**config.mk**
```make
export PLATFORM = sky130hd
export DESIGN_NAME = round_robin_time_slice_scheduler_top
export DESIGN_NICKNAME = d
export VERILOG_FILES = /design/src/sv/rrts_pkg.sv /design/src/sv/rrts_cell.sv /design/src/sv/round_robin_time_slice_scheduler_top.sv
export SDC_FILE = /design/constraint.sdc
export NUM_CORES = 1
export LEC_CHECK = 0
export BUFFER_PORTS_ARGS = -buffer_cell sky130_fd_sc_hd__buf_2
export CAP_MARGIN = 15
export CELL_PAD_IN_SITES_DETAIL_PLACEMENT = 1
export CELL_PAD_IN_SITES_GLOBAL_PLACEMENT = 1
export CORE_MARGIN = 10
export CORE_UTILIZATION = 45
export DETAILED_ROUTE_END_ITERATION = 10
export GPL_TIMING_DRIVEN = 0
export HOLD_SLACK_MARGIN = 0.15
export PLACE_DENSITY_LB_ADDON = 0.25
export SETUP_SLACK_MARGIN = 0.3
export SLEW_MARGIN = 20
export SYNTH_ARGS = -nofsm -noshare
export SYNTH_HDL_FRONTEND = slang
export SYNTH_SLANG_ARGS = --single-unit
```
**constraint.sdc**
```tcl
create_clock -name clk_i -period 3 [get_ports clk_i]
set_input_delay 0 -clock clk_i [delete_from_list [all_inputs] [get_ports clk_i]]
set_output_delay 0 -clock clk_i [all_outputs]
set_load 0.02 [all_outputs]
```
**src/sv/rrts_pkg.sv**
```systemverilog
`timescale 1ns / 1ps
// ----------------------------------------------------------------------------
// Round-robin time-slice scheduler package
// Widths, codes and shared types for the scheduler top level and its queue
// cells.
// ----------------------------------------------------------------------------
package rrts_pkg;

  localparam int MAX_PROCS = 16;
  localparam int ID_BITS   = 8;
  localparam int PID_W     = 8;
  localparam int TIME_W    = 16;
  localparam int CNT_W     = $clog2(MAX_PROCS + 1);

  typedef logic [ID_BITS-1:0] id_t;
  typedef logic [PID_W-1:0]   pid_t;
  typedef logic [TIME_W-1:0]  tval_t;
  typedef logic [CNT_W-1:0]   cnt_t;

  localparam tval_t SLICE_RESET = tval_t'(3);

  typedef enum logic {
    OP_ADD   = 1'b0,
    OP_SERVE = 1'b1
  } op_e;

  // Contents of one queue cell.
  typedef struct packed {
    id_t   id;
    tval_t remain;
  } cell_data_t;

  // Per-cell control: shift takes the neighbor's entry, load takes the
  // broadcast entry. Load wins over shift.
  typedef struct packed {
    logic shift;
    logic load;
  } cell_ctrl_t;

endpackage

```
**src/sv/rrts_cell.sv**
```systemverilog
`timescale 1ns / 1ps
// ----------------------------------------------------------------------------
// Scheduler queue cell
// Holds one waiting process and moves it one place toward the head on a pop.
// ----------------------------------------------------------------------------
module rrts_cell (
  input  logic                   clk_i,
  input  rrts_pkg::cell_ctrl_t   ctrl_i,
  input  rrts_pkg::cell_data_t   next_i,
  input  rrts_pkg::cell_data_t   load_i,
  output rrts_pkg::cell_data_t   data_o
);

  rrts_pkg::cell_data_t data_q;
  rrts_pkg::cell_data_t data_d;

  always_comb begin
    data_d = data_q;
    if (ctrl_i.load) begin
      data_d = load_i;
    end else if (ctrl_i.shift) begin
      data_d = next_i;
    end
  end

  // Entry contents carry no reset; the fill count says which cells matter.
  always_ff @(posedge clk_i) begin
    data_q <= data_d;
  end

  assign data_o = data_q;

endmodule

```
**src/sv/round_robin_time_slice_scheduler_top.sv**
```systemverilog
`timescale 1ns / 1ps
// ----------------------------------------------------------------------------
// Round-robin time-slice scheduler
// Bounded queue of processes served in turn with a fixed time slice.
// ----------------------------------------------------------------------------
// Each request is either an add, which appends a process at the tail of the
// queue (or is rejected when all MAX_PROCS places are taken), or a serve,
// which grants the head process one slice: it completes and leaves when its
// remaining time is at most the slice, and otherwise rejoins at the tail with
// the slice subtracted. A serve on an empty queue reports idle. Every request
// gives exactly one result. The queue is a row of cells with the head in cell
// zero; a pop shifts every cell one place toward the head in the same cycle,
// while a single entry (new or rejoining) is written at the tail position
// given by the fill count. The result of a request appears in the output
// register on the next cycle, and a new request is accepted in every cycle in
// which that register is empty or being taken. After reset the queue is empty
// and the slice is 3. The slice register is written through its own
// valid/ready channel, which is always ready, and should only be written while
// no request is in flight.
// ----------------------------------------------------------------------------
module round_robin_time_slice_scheduler_top (
  input  logic                  clk_i,
  input  logic                  rst_ni,

  input  logic                  in_valid_i,
  output logic                  in_ready_o,
  input  logic                  operation_i,
  input  logic [7:0]            proc_tag_i,
  input  logic [15:0]           run_time_i,

  output logic                  out_valid_o,
  input  logic                  out_ready_i,
  output logic [7:0]            served_id_o,
  output logic [15:0]           time_left_o,
  output logic                  completed_o,
  output logic                  idle_o,
  output logic                  rejected_o,

  input  logic                  cfg_valid_i,
  output logic                  cfg_ready_o,
  input  logic [15:0]           cfg_data_i
);

  localparam int N = rrts_pkg::MAX_PROCS;

  // Queue cells and their control.
  rrts_pkg::cell_data_t cell_data [N];
  rrts_pkg::cell_data_t cell_next [N];
  rrts_pkg::cell_ctrl_t cell_ctrl [N];
  rrts_pkg::cell_data_t load_data;

  rrts_pkg::cnt_t  count_q, count_d;
  rrts_pkg::tval_t slice_q;

  logic out_valid_q, out_valid_d;
  rrts_pkg::pid_t  out_id_q, out_id_d;
  rrts_pkg::tval_t out_time_q, out_time_d;
  logic out_done_q, out_done_d;
  logic out_idle_q, out_idle_d;
  logic out_rej_q, out_rej_d;

  logic            accept;
  rrts_pkg::op_e   op;
  logic            full;
  logic            empty;
  logic            fits;
  rrts_pkg::tval_t remain_new;
  logic            do_load;
  logic            do_shift;
  rrts_pkg::cnt_t  load_idx;

  assign accept = in_valid_i && in_ready_o;
  assign op     = rrts_pkg::op_e'(operation_i);
  assign full   = (count_q == rrts_pkg::cnt_t'(N));
  assign empty  = (count_q == '0);

  // The head always sits in cell zero.
  assign fits       = (cell_data[0].remain <= slice_q);
  assign remain_new = cell_data[0].remain - slice_q;

  // Request decode: one tail write and/or one pop per accepted request.
  always_comb begin
    do_load   = 1'b0;
    do_shift  = 1'b0;
    load_idx  = count_q;
    load_data = '{id: rrts_pkg::id_t'(proc_tag_i), remain: run_time_i};
    count_d   = count_q;
    unique case (op)
      rrts_pkg::OP_ADD: begin
        if (accept && !full) begin
          do_load = 1'b1;
          count_d = count_q + rrts_pkg::cnt_t'(1);
        end
      end
      rrts_pkg::OP_SERVE: begin
        // After the pop the tail slot is one place nearer the head.
        load_idx  = count_q - rrts_pkg::cnt_t'(1);
        load_data = '{id: cell_data[0].id, remain: remain_new};
        if (accept && !empty) begin
          do_shift = 1'b1;
          if (fits) begin
            count_d = count_q - rrts_pkg::cnt_t'(1);
          end else begin
            do_load = 1'b1;
          end
        end
      end
      default: ;
    endcase
  end

  // Result of the request.
  always_comb begin
    out_id_d   = '0;
    out_time_d = '0;
    out_done_d = 1'b0;
    out_idle_d = 1'b0;
    out_rej_d  = 1'b0;
    unique case (op)
      rrts_pkg::OP_ADD: begin
        if (full) begin
          out_rej_d = 1'b1;
          out_id_d  = proc_tag_i;
        end else begin
          out_id_d   = rrts_pkg::pid_t'(rrts_pkg::id_t'(proc_tag_i));
          out_time_d = run_time_i;
        end
      end
      rrts_pkg::OP_SERVE: begin
        if (empty) begin
          out_idle_d = 1'b1;
        end else begin
          out_id_d = rrts_pkg::pid_t'(cell_data[0].id);
          if (fits) begin
            out_done_d = 1'b1;
          end else begin
            out_time_d = remain_new;
          end
        end
      end
      default: ;
    endcase
  end

  // The row of cells; the last cell has no neighbor and shifts in don't-care
  // data, which lies beyond the fill count.
  for (genvar i = 0; i < N; i++) begin : g_cell
    if (i == N - 1) begin : g_last
      assign cell_next[i] = load_data;
    end else begin : g_mid
      assign cell_next[i] = cell_data[i+1];
    end

    assign cell_ctrl[i].shift = do_shift;
    assign cell_ctrl[i].load  = do_load && (load_idx == rrts_pkg::cnt_t'(i));

    rrts_cell u_cell (
      .clk_i  (clk_i),
      .ctrl_i (cell_ctrl[i]),
      .next_i (cell_next[i]),
      .load_i (load_data),
      .data_o (cell_data[i])
    );
  end

  // Output register: holds the result until it is taken.
  assign in_ready_o = !out_valid_q || out_ready_i;

  always_comb begin
    out_valid_d = out_valid_q;
    if (accept) begin
      out_valid_d = 1'b1;
    end else if (out_ready_i) begin
      out_valid_d = 1'b0;
    end
  end

  always_ff @(posedge clk_i or negedge rst_ni) begin
    if (!rst_ni) begin
      count_q     <= '0;
      out_valid_q <= 1'b0;
      slice_q     <= rrts_pkg::SLICE_RESET;
    end else begin
      count_q     <= count_d;
      out_valid_q <= out_valid_d;
      if (cfg_valid_i && cfg_ready_o) begin
        slice_q <= cfg_data_i;
      end
    end
  end

  always_ff @(posedge clk_i) begin
    if (accept) begin
      out_id_q   <= out_id_d;
      out_time_q <= out_time_d;
      out_done_q <= out_done_d;
      out_idle_q <= out_idle_d;
      out_rej_q  <= out_rej_d;
    end
  end

  assign cfg_ready_o = 1'b1;

  assign out_valid_o = out_valid_q;
  assign served_id_o = out_id_q;
  assign time_left_o = out_time_q;
  assign completed_o = out_done_q;
  assign idle_o      = out_idle_q;
  assign rejected_o  = out_rej_q;

endmodule

```
After elaboration in Yosys (flattened, before gate mapping)
Index checks and enable logic that the tools add are counted.

cells by class
  order comparisons = 1
  eq/ne operators = 19
  bitwise logic cells = 1
  reduce and logical (&&, ||, !) cells = 44
  multiplexer cells = 55
  $add $sub $neg = 3

operators with widths
  operator               number
  $mux W24               33
  $mux W16               3
  $eq A5 B4 Y1 const B   8
  $reduce_bool A2 Y1     17
  $pmux W16 S2           1
  $eq A5 B3 Y1 const B   4
  $mux W5                4
  $logic_and A1 B1 Y1    19
  $le A16 B16 Y1         1
  $pmux W8 S2            1
  $sub A16 B16 Y16       1
  $eq A5 B2 Y1 const B   2
  $logic_not A5 Y1       2
  $mux W1                10
  $pmux W5 S2            1
  $mux W8                1
  $add A5 B1 Y5 const B  1
  $eq A5 B1 Y1 const B   1
  $eq A5 B5 Y1 const B   1
  $sub A5 B1 Y5 const B  1
  $ne A2 B1 Y1 const B   2
  $logic_not A1 Y1       3
  $reduce_and A3 Y1      1
  $ne A2 B2 Y1 const B   1
  4 further kinds        4

word-level totals
  bits of input ports = 46
  word-level logic and storage cells = 163
  bits in registers = 433
  output and inout port bits = 30

Depth between registers and ports, before layout
Gate-level depths: netlist (run 1).

  depth in word-level cells = 8
  mapped depth = 12
  depth with buffers taken out = 10

Modules after synthesis
A second synthesis (run 1) with hierarchy kept.

unflattened totals
  cells, all modules = 1266
  area, all modules = 21495.6 um^2

by module, submodules not included
  module                                cells each  seq. area each (um^2)  area each (um^2)  times used
  rrts_cell                             52          720.7                  1119.8            16
  round_robin_time_slice_scheduler_top  434         1363.8                 3578.4            1

Worst setup path before layout (run 1)
OpenSTA, ideal clock, no wires.

  path kind = reg2reg
  start point = register out_valid_q, in the netlist out_valid_o
  end point = register g_cell[0].u_cell.data_q, in the netlist g_cell[0].u_cell.data_o[0], enable pin
  stages on the path, launching flop included = 9
  required time = 2.619 ns
  clock period less this slack = 3.568 ns
  arrival time = 3.187 ns
  slack = -0.568 ns
  path through = dfrtp_1 -> nand2b_1 -> nand2_1 -> inv_1 -> nand2b_1 -> nor4_1 -> o21ai_2 -> clkbuf_1 -> nand2_1

between the ends
  longest elaborated chain between the ends = 8
  elaborated cells on any way between the ends = 12
  those cells by class = mux: 5; reduce/logical: 7

ends and longest elaborated chain
  what                                           line                                                                                    RTL
  from (decl)                                    round_robin_time_slice_scheduler_top.sv:55                                              logic out_valid_q, out_valid_d;
  from (signal assigned)                         round_robin_time_slice_scheduler_top.sv:185                                             out_valid_q <= out_valid_d;
  $logic_not A1 Y1 (*)                           round_robin_time_slice_scheduler_top.sv:167                                             assign in_ready_o = !out_valid_q || out_ready_i;
  $logic_or A1 B1 Y1 (*)                         round_robin_time_slice_scheduler_top.sv:167
  named net in_ready_o                           round_robin_time_slice_scheduler_top.sv:26                                              output logic in_ready_o,
  $logic_and A1 B1 Y1 (*)                        round_robin_time_slice_scheduler_top.sv:72                                              assign accept = in_valid_i && in_ready_o;
  named net accept                               round_robin_time_slice_scheduler_top.sv:62                                              logic accept;
  $logic_and A1 B1 Y1, on equally long branches  round_robin_time_slice_scheduler_top.sv:99, round_robin_time_slice_scheduler_top.sv:90
  $mux W1, on equally long branches              round_robin_time_slice_scheduler_top.sv:99, round_robin_time_slice_scheduler_top.sv:90
  $pmux W1 S2                                    round_robin_time_slice_scheduler_top.sv:88                                              unique case (op)
  $logic_and A1 B1 Y1                            round_robin_time_slice_scheduler_top.sv:155                                             assign cell_ctrl[i].load = do_load && (load_idx == rrts_pkg::cnt_t'(i));
  $reduce_bool A2 Y1 (no line) (*)               n/a
  to (signal assigned)                           rrts_cell.sv:28                                                                         data_q <= data_d;
  to (decl)                                      rrts_cell.sv:14                                                                         rrts_pkg::cell_data_t data_q;

The timed path passes the listed nets; every way through them passes the cells marked *.
A chain may end at the register's enable or synchronous reset.

==> results_dict.tcl, run 1 <==
set metrics [dict create \
    num_rows 75 \
    yosys-top-cells-count "nand2_1 (424), edfxtp_1 (411), o21ai_0 (287)" \
    final_nets 2157 \
    p_clk_share_pct 27.9 \
    clkSinkCount 433 \
    htreeDepth 2 \
    dieHeight_um 225 \
    seqPwrFrac_pct 40.0 \
    slew_headroom_pct 17.3 \
    fillers 3815 \
    worstPathMaxFanout 5 \
    vias 16100 \
    grt_pass1_wl_mm 84.8 \
    via_per_inst 6.07 \
    synth_top_area_cell "edfxtp_1" \
    crit_required_ns 3.36 \
    io_pins 76 \
    syn_area_um2 19000 \
    fin_setup_tns_ns -7.60 \
    final_max_slew_viol_count 0 \
    clk_path_buf_depth 3 \
    place_congestion 0.867 \
    grt_overflow 0 \
    setup_ws_ns -0.208 \
    finalClockSkew_ns 0.0326 \
    clock_latency_ns 0.62 \
    dp_hpwl_mm 34.3 \
    antennaDiodeCount 0 \
    wl_per_cell_um 30.2 \
    fin_crit_ns 3.21 \
    post-route-period-util_pct 107 \
    avgSynthCellArea_um2 11.5 \
    grt_pass1_vias 15200 \
    synth.most_common_cell "nand2_1" \
    p_sw_w 0.00719 \
    yosys-top-cells-area "edfxtp_1 (65%), nand2_1 (8.4%), o21ai_0 (7.6%)" \
    holdCritPathClass "input pin to flop" \
    die_x_um 225 \
    synth_seq_cells 433 \
    placed_area_um2 20200 \
    yosysTopAreaCellShare_pct 65.1 \
    async_flop_share_pct 5.08 \
    drc 0 \
    area_growth_pct 52.8 \
    antenna_found_initial 0 \
    cp-start-kind "flop" \
    fin_area_um2 29000 \
    initialDrtViolationCount 1304 \
    yosysUniqueCellTypes 56 \
    postRouteAntennaNets 0 \
    power_density_nw_per_um2 714 \
    tightest_slew_ns 1.24 \
    drtPass1Iterations 6 \
    synth_edf_count 411 \
    syn-instance-count 1646 \
    core_um2 41800 \
    status "complete, but fails checks" \
    max_freq_mhz 312 \
    cts_buffers 47 \
    die_area_um2 50700 \
    cts_root_buf "clkbuf_16" \
    cap_viol_max_count 0 \
    p_sw_share_pct 34.8 \
    port_buffers 74 \
    worstSetupEndpointType "flop" \
    syn_nets 1713 \
    crit_type "flop to flop" \
    finalSetupViolCount 231 \
    synth_flop_cell "edfxtp_1" \
    layout-drive-gt1-share_pct 42.7 \
    grt_max_degree 25 \
    ys_warn_count 0 \
    internal-power_w 0.0135 \
    hold_violations 0 \
    wl_mm 80.3 \
    pwr-share-comb_pct 32.1 \
    crit_arrival_ns 3.56 \
    clk_pin_slew_ns 0.06 \
    violations "setup timing" \
    rsz0062_at_grt "yes" \
    peakVddDrop_v 0.000870 \
    cts_tree "yes" \
    start_util_pct 45.4 \
    leakage_nw 11.4 \
    grt_usage_pct 21.4 \
    ys_seq_area_share_pct 68.0 \
    fin_hold_ws_ns 0.261 \
]
==> through the flow <==
stage / setup WS (ns) / instances / power [W] / util (%)
after detailed placement: -0.713 / 2259 / 0.0114 / 48.4
after global routing: -0.213 / 2662 / 0.0212 / 69.3
after CTS: 0.0982 / 2491 / 0.0178 / 58.2
after floorplan: 0.240 / 1646 / 0.0104 / -
final: -0.208 / 2662 / 0.0207 / 69.3
after global placement: -0.650 / 2259 / 0.0112 / 48.4
==> worst paths after layout <==
kind	start	to	slack, ns	cells past startpoint
min reg2reg	g_cell[13].u_cell.data_o[15]	g_cell[12].u_cell.data_o[15]	0.52	2
max	g_cell[0].u_cell.data_o[0]	g_cell[2].u_cell.data_o[5]	-0.21	13
max reg2reg	g_cell[0].u_cell.data_o[0]	g_cell[2].u_cell.data_o[5]	-0.21	13
min	operation_i	served_id_o[7]	0.26	4
min in group asynchronous	rst_ni	count_q[3]	0.48	4
max in group asynchronous	rst_ni	slice_q[12]	2.33	4
==> repair_timing <==
| action | in CTS | in global routing |
|---|---|---|
| hold buffers | 82 | 0 |
| endpoints found under the hold margin | 180 | 0 |
| setup endpoints to repair | 779 | 774 |
| pin swaps | 48 | 140 |
| gates resized for setup | 254 | 818 |
| gates cloned | 22 | 67 |
| setup buffers | 46 | 104 |
==> power groups by stage <==
stage / registers [W] / clock network, W / logic (W)
after floorplan: 0.00817 / 0 / 0.00221
after global placement: 0.00814 / 0 / 0.00302
after detailed placement: 0.00820 / 0 / 0.00322
after CTS: 0.00807 / 0.00560 / 0.00417
after global routing: 0.00831 / 0.00600 / 0.00693
final: 0.00826 / 0.00576 / 0.00664
==> cells by family after synthesis <==
logic type,after synthesis,share of synthesized area [%]
AO/OA/AOI/OAI,501,14.3
AND/OR/NAND/NOR,494,10.7
flip-flops,433,68.0
buffers and inverters,171,4.33
adder cells (fa/ha/maj),21,1.43
XOR/XNOR,19,0.878
multiplexers,6,0.330
other,1,0.0198
==> critical path, cell delays in order, from the launching register on <==
cell	delay (ns)
edfxtp_1	0.38
inv_2	0.06
ha_4	0.16
fa_2	0.37
nand2b_4	0.18
a21oi_4	0.27
o21ai_4	0.18
a211oi_4	0.26
buf_6	0.19
o21ai_4	0.12
buf_6	0.18
buf_6	0.12
buf_6	0.13
o21ai_0	0.33
==> metal layers <==
layer	vias up	global-route usage (%)	part of all wire [%]	wire length (µm)
met5	-	0	0	0
met2	735	42.5	56	45400
li1	6868	-	-	-
met3	330	3.38	4.8	3840
met4	0	7.86	7.4	5970
met1	8214	22.0	31	25100
==> cells in the final DEF (no fill, tap or decap), drive strengths merged, types with 22 or more instances in the layout <==
cell type,instances
buf,326
o21ai,411
edfxtp,411
inv,52
clkinv,22
dlygate4sd3,81
nand2,465
clkbuf,120
a21oi,40
==> layout make-up <==
cell class	instances	area, µm²	area share (%)
plain buffers	120	1380	4.77
clock buffers	54	1220	4.23
clock inverters	28	219	0.756
inverters	51	195	0.674
multi-input cells	1083	8450	29.2
flip-flops and latches	433	12900	44.5
well taps	539	674	2.33
repair buffers	353	3910	13.5
repair inverters	1	5.00	0.0173
==> sequential cells by signal, indices dropped and copies added, names as in the netlist <==
signal / count
completed_o: 1
served_id_o: 8
count_q: 5
slice_q: 16
out_valid_o: 1
rejected_o: 1
g_cell.u_cell.data_o: 384
time_left_o: 16
idle_o: 1
Power figures use the tool's default switching activity.
==> run 2, diff against run 1 <==
- SETUP_SLACK_MARGIN: 0.3 -> 0.2
==> results_dict.tcl, run 2 (same netlist as run 1, synthesis figures left out) <==
set metrics [dict create \
    layout.cells.non_filler 2575 \
    clock_latency_ns 0.61 \
    cap_viol_max_count 0 \
    via_per_inst 5.66 \
    rsz0062_at_grt "yes" \
    post-route-period-util_pct 104 \
    antenna_found_initial 0 \
    final_nets 2068 \
    clk_pin_slew_ns 0.06 \
    max_freq_mhz 321 \
    slowest_delay_ns 0.39 \
    wl_mm 61.6 \
    finalSetupViolCount 204 \
    fin_hold_ws_ns 0.293 \
    io_pins 76 \
    slowest_stage "dfstp_2" \
    dp.cells 2259 \
    core_um2 41800 \
    dp_hpwl_mm 33.6 \
    violations "setup timing" \
    place_congestion 0.867 \
    crit_required_ns 3.28 \
    initialDrtViolationCount 1071 \
    finalClockSkew_ns 0.0299 \
    fin_crit_ns 3.12 \
    die_x_um 225 \
    postRouteAntennaNets 0 \
    setup_ws_ns -0.118 \
    vias 14600 \
    dp_slack_ns -0.878 \
    min_from "out_ready_i" \
    status "complete, but fails checks" \
    start_util_pct 45.4 \
    wl_per_cell_um 23.9 \
    fin_setup_tns_ns -8.48 \
    cp-start-kind "flop" \
    path_buf_inv 4 \
    leakage_nw 10.3 \
    clk_path_buf_depth 3 \
    grt_pass1_wl_mm 86.2 \
    final_common_cell "edfxtp_1" \
    cts_root_buf "clkbuf_16" \
    drtPass1Iterations 5 \
    crit_arrival_ns 3.40 \
    crit_chain "ha_4 -> fa_2 -> nand2b_4 -> a21oi_4 -> o21ai_4 -> a211oi_4 -> buf_6 -> o21ai_4 -> buf_12 -> buf_8 -> buf_8 -> nand2_1 -> o21ai_0" \
    antennaDiodeCount 0 \
    startpoint "slice_q[0]" \
    die_area_um2 50700 \
    port_buffers 74 \
    power_density_nw_per_um2 721 \
    htreeDepth 2 \
    grt_pass1_vias 15500 \
    grt_usage_pct 21.6 \
    peakVddDrop_v 0.000559 \
    cts_buffers 47 \
    timing.rr.start "slice_q[0]" \
    crit_type "flop to flop" \
    worstPathMaxFanout 5 \
    layout_common_cells "edfxtp_1 (411), nand2_1 (365), o21ai_0 (223), o21ai_1 (101), dlygate4sd3_1 (86)" \
    tightest_slew_ns 1.22 \
    utilization_pct 62.4 \
    grt_max_degree 25 \
    area_growth_pct 37.5 \
    path_delay_family "compound AO/OA/AOI/OAI gates" \
    num_rows 75 \
    largest_register_ffs 384 \
    clkSinkCount 433 \
    layout-drive-gt1-share_pct 29.1 \
    final_max_slew_viol_count 0 \
    grt_overflow 0 \
    drc 0 \
    dieHeight_um 225 \
    slew_headroom_pct 18.7 \
    worstSetupEndpointType "flop" \
    hold_violations 0 \
    cts_tree "yes" \
    holdCritPathClass "input pin to flop" \
]
==> run 2: cell count changes in the layout (fill, tap and decap cells not counted), moves of 23 or more <==
cell / before / now
o21ai_2: 168 / 68
nand2_4: 71 / 28
nand2_8: 53 / 24
buf_12: 39 / 16
o21ai_1: 75 / 101
nand2_2: 64 / 25
nand2_1: 277 / 365
o21ai_0: 140 / 223
==> run 2: cell type report <==
type	count	area, µm²
buffer	120	1250
clock buffer	56	1210
clock inverter	28	205
fill	4114	15700
inverter	51	198
multi-input combinational	1060	6860
sequential	433	12900
tap	539	674
timing repair buffer	287	2780
timing repair inverter	1	5.00
==> run 2: repair_timing <==
action / 4_1_cts / 5_1_grt
hold endpoints to repair: 210 / 0
hold buffers: 87 / 0
pin swaps: 33 / 52
buffers inserted: 51 / 52
resized for setup: 224 / 385
cloned: 19 / 23
setup endpoints to repair: 778 / 771
==> run 2: path summary, 6_finish.rpt <==
kind | cells after the start | end | slack, ns
setup / recovery | 13 | g_cell[13].u_cell.data_o[22] | -0.12
hold / removal | 5 | count_q[4] | 0.29
setup reg to reg | 13 | g_cell[13].u_cell.data_o[22] | -0.12
hold reg to reg | 2 | g_cell[9].u_cell.data_o[4] | 0.51
min in group asynchronous | 3 | slice_q[1] | 0.48
max in group asynchronous | 4 | slice_q[12] | 2.32
==> run 2: layer usage <==
metal | track usage [%] | share of wire (%)
met4 | 8.69 | 4.4
met1 | 23.2 | 36
met5 | 0 | 0
met3 | 3.12 | 4.0
met2 | 41.4 | 56
==> run 2: where the power goes <==
part / leakage, nW / internal, W / total (W) / switching (W)
sequential: 4.08 / 0.00785 / 0.00814 / 0.000292
clock: 0.697 / 0.00306 / 0.00556 / 0.00251
combinational: 5.50 / 0.00187 / 0.00510 / 0.00322
total: 10.3 / 0.0128 / 0.0188 / 0.00602
==> run 2: per-stage QoR <==
stage	total power [W]	instance area, µm²
floorplan	0.0103	19100
global placement	0.0111	20100
detailed placement	0.0114	20100
CTS	0.0177	24100
global route	0.0195	26100
finish	0.0188	26100
==> run 2: worst reg2reg max path, stage by stage, from the launching register on <==
cell,delay [ns]
dfstp_2,0.39
ha_4,0.18
fa_2,0.36
nand2b_4,0.18
a21oi_4,0.25
o21ai_4,0.21
a211oi_4,0.29
buf_6,0.19
o21ai_4,0.07
buf_12,0.18
buf_8,0.14
buf_8,0.13
nand2_1,0.08
o21ai_0,0.15
==> run 3, diff against run 2 <==
- ABC_AREA: unset -> 1
- CORE_UTILIZATION: 45 -> 44
- SLEW_MARGIN: 20 -> unset
- SYNTH_HIERARCHICAL: unset -> 1
==> results_dict.tcl, run 3 <==
set metrics [dict create \
    synth.most_common_cell "nand2_1" \
    holdCritPathClass "input pin to flop" \
    crit_chain "ha_4 -> inv_2 -> fa_2 -> nand2_2 -> nand2_4 -> nand3_4 -> nand2_4 -> nand2_4 -> nand2_4 -> nand2_4 -> nand2_4 -> nand2_8 -> buf_12 -> nor2_4 -> buf_12 -> or2_4" \
    grt_pass1_vias 17500 \
    synth_top_area_cell "edfxtp_1" \
    grt_pass1_wl_mm 92.3 \
    worst_hold_path.num_cells 3 \
    finalClockSkew_ns 0.0221 \
    finalSetupViolCount 0 \
    clkSinkCount 433 \
    yosys-top-cells-area "edfxtp_1 (58%), nand2_1 (21%), nand2_2 (3.6%)" \
    crit_type "flop to flop" \
    dp.cells 2899 \
    postRouteAntennaNets 0 \
    clk_path_buf_depth 3 \
    dp_hpwl_mm 37.9 \
    core_um2 47800 \
    ys_seq_area_share_pct 60.4 \
    grt.busiest_layer "met2" \
    synth_edf_count 411 \
    whs_endpoint "slice_q[0]" \
    die_x_um 240 \
    drc 0 \
    cts_buffers 48 \
    syn_area_um2 21300 \
    rr_worst_depth 16 \
    vias 15900 \
    via_per_inst 5.05 \
    layout.cells.non_filler 3140 \
    yosysUniqueCellTypes 41 \
    htreeDepth 2 \
    area_growth_pct 21.9 \
    start_util_pct 44.6 \
    place_congestion 0.838 \
    clk_pin_slew_ns 0.06 \
    layout_common_cells "nand2_1 (1184), edfxtp_1 (411), nand2_2 (122), inv_1 (88), dlygate4sd3_1 (87)" \
    max_freq_mhz 360 \
    avgSynthCellArea_um2 9.75 \
    hold_violations 0 \
    port_buffers 74 \
    r2r_end "g_cell[2].u_cell/data_o[3]" \
    grt_overflow 0 \
    wl_per_cell_um 18.8 \
    drtPass1Iterations 5 \
    worstPathMaxFanout 10 \
    synth_adder_area_share_pct 1.33 \
    layout-drive-gt1-share_pct 21.8 \
    syn-instance-count 2189 \
    final_max_slew_viol_count 0 \
    status "completed" \
    fin_crit_ns 2.78 \
    synth_compound_area_share_pct 2.30 \
    wl_mm 58.9 \
    synthXorXnorAreaFrac_pct 0.487 \
    slew_headroom_pct 26.7 \
    power_density_nw_per_um2 716 \
    antenna_found_initial 0 \
    met2_usage_pct 40.7 \
    dieHeight_um 240 \
    rsz0062_at_grt "yes" \
    cts_root_buf "clkbuf_16" \
    reg2reg_slack_ns 0.22 \
    num_rows 80 \
    fin_setup_tns_ns 0 \
    slowest_stage "dfstp_2" \
    ys_warn_count 6 \
    cts_tree "yes" \
    antennaDiodeCount 0 \
    grt_max_degree 22 \
    async_flop_share_pct 5.08 \
    slowest_delay_ns 0.56 \
    cap_viol_max_count 0 \
    worstSetupEndpointType "flop" \
    tightest_slew_ns 1.10 \
    total_power_w 0.0186 \
    clock_latency_ns 0.60 \
    synth_seq_cells 433 \
    yosysTopAreaCellShare_pct 57.9 \
    io_pins 76 \
    min_from "cfg_valid_i" \
    startpoint "slice_q[0]" \
    initialDrtViolationCount 772 \
    yosys-top-cells-count "nand2_1 (1188), edfxtp_1 (411), nand2_2 (124)" \
    path_common_cell "nand2_4" \
    crit_required_ns 3.32 \
    post-route-period-util_pct 92.6 \
    timing.rr.start "slice_q[0]" \
    use_met1_pct 20.3 \
    final_common_cell "nand2_1" \
    syn_nets 2257 \
    grt_usage_pct 20.4 \
    fillers 5302 \
    cp-start-kind "flop" \
    synth_mux_area_share_pct 0.0528 \
    synth-simple-area-share_pct 28.1 \
    leakage_nw 11.4 \
    synth_flop_cell "edfxtp_1" \
    crit_arrival_ns 3.10 \
    final_nets 2554 \
    synth_top_family_by_area "simple AND/OR/NAND/NOR gates" \
    largest_register_ffs 384 \
    grt_use_met3_pct 2.54 \
    die_area_um2 57700 \
    peakVddDrop_v 0.000490 \
]
[run 3: changes by cell type after synthesis, sizes merged, moves of 23 or more]
cell    change
nand3      +45
inv        +63
nor2       +23
a21oi      -30
o21ai     -366
nand2     +891
clkbuf     -52
buf        +30
[run 3: logic make-up (layout without fill, tap and decap cells)]
kind of cell             Yosys count  in the layout
adder cells (fa/ha/maj)           22             22
multiplexers                       1              1
AO/OA/AOI/OAI                     79             79
buffers and inverters            212            505
XOR/XNOR                          11             11
flip-flops                       433            433
other                              1              1
AND/OR/NAND/NOR                 1430           1473
[run 3: what timing repair did]
item,4_1_cts,5_1_grt
pin swaps,4,8
endpoints found under the setup margin,656,728
hold buffers,87,0
setup buffers,7,6
gates cloned,43,8
gates resized for setup,74,45
hold endpoints to repair,209,0
[run 3: final cells by class]
class                           count  area, µm²  share of cell area (%)
Timing Repair inverter              1       5.00                  0.0192
Timing Repair Buffer              203       1630                    6.28
Clock buffer                       60       1290                    4.95
Tap cell                          615        769                    2.96
Multi-Input combinational cell   1587       7570                    29.1
Sequential cell                   433      12900                    49.6
Inverter                          114        554                    2.13
Clock inverter                     29        241                   0.928
Buffer                             98       1050                    4.06
[run 3: worst max-delay path, delay by kind of cell, from the launching register on]
family / cells / cell delay [ns]
flip-flops: 1 / 0.56
adder cells (fa/ha/maj): 2 / 0.49
AND/OR/NAND/NOR: 11 / 1.09
buffers and inverters: 3 / 0.33
[run 3: where the power goes]
| group | internal [W] | total (W) | switching [W] |
|---|---|---|---|
| Combinational | 0.00157 | 0.00468 | 0.00311 |
| Sequential | 0.00784 | 0.00811 | 0.000273 |
| Clock | 0.00338 | 0.00584 | 0.00246 |
[run 3: how the worst max path moves through the flow]
stage,endpoint,cells past startpoint
6_report,g_cell[2].u_cell/data_o[3],16
5_1_grt,g_cell[2].u_cell/data_o[1],16
4_1_cts,g_cell[2].u_cell/data_o[3],16
3_5_place_dp,g_cell[13].u_cell/data_o[18],15
3_3_place_gp,g_cell[0].u_cell/data_o[15],13
2_1_floorplan,g_cell[0].u_cell/data_o[8],11
[run 3: metrics by stage]
step	hold slack [ns]	instance area, µm²	setup WS (ns)	util, %
global route	0.334	26000	0.145	54.4
finish	0.290	26000	0.221	54.4
global placement	0.0152	22500	-0.890	47.0
detailed placement	0.0180	22700	-0.123	47.4
CTS	0.243	25700	0.194	53.6
floorplan	-0.296	21400	0.229	-
[run 3: layer usage]
layer / share of wire, % / wire length [µm] / vias to the layer above
met5: 0 / 0 / -
li1: - / - / 7675
met1: 36 / 21400 / 7776
met2: 57 / 33300 / 290
met3: 3.2 / 1870 / 129
met4: 3.9 / 2270 / 0
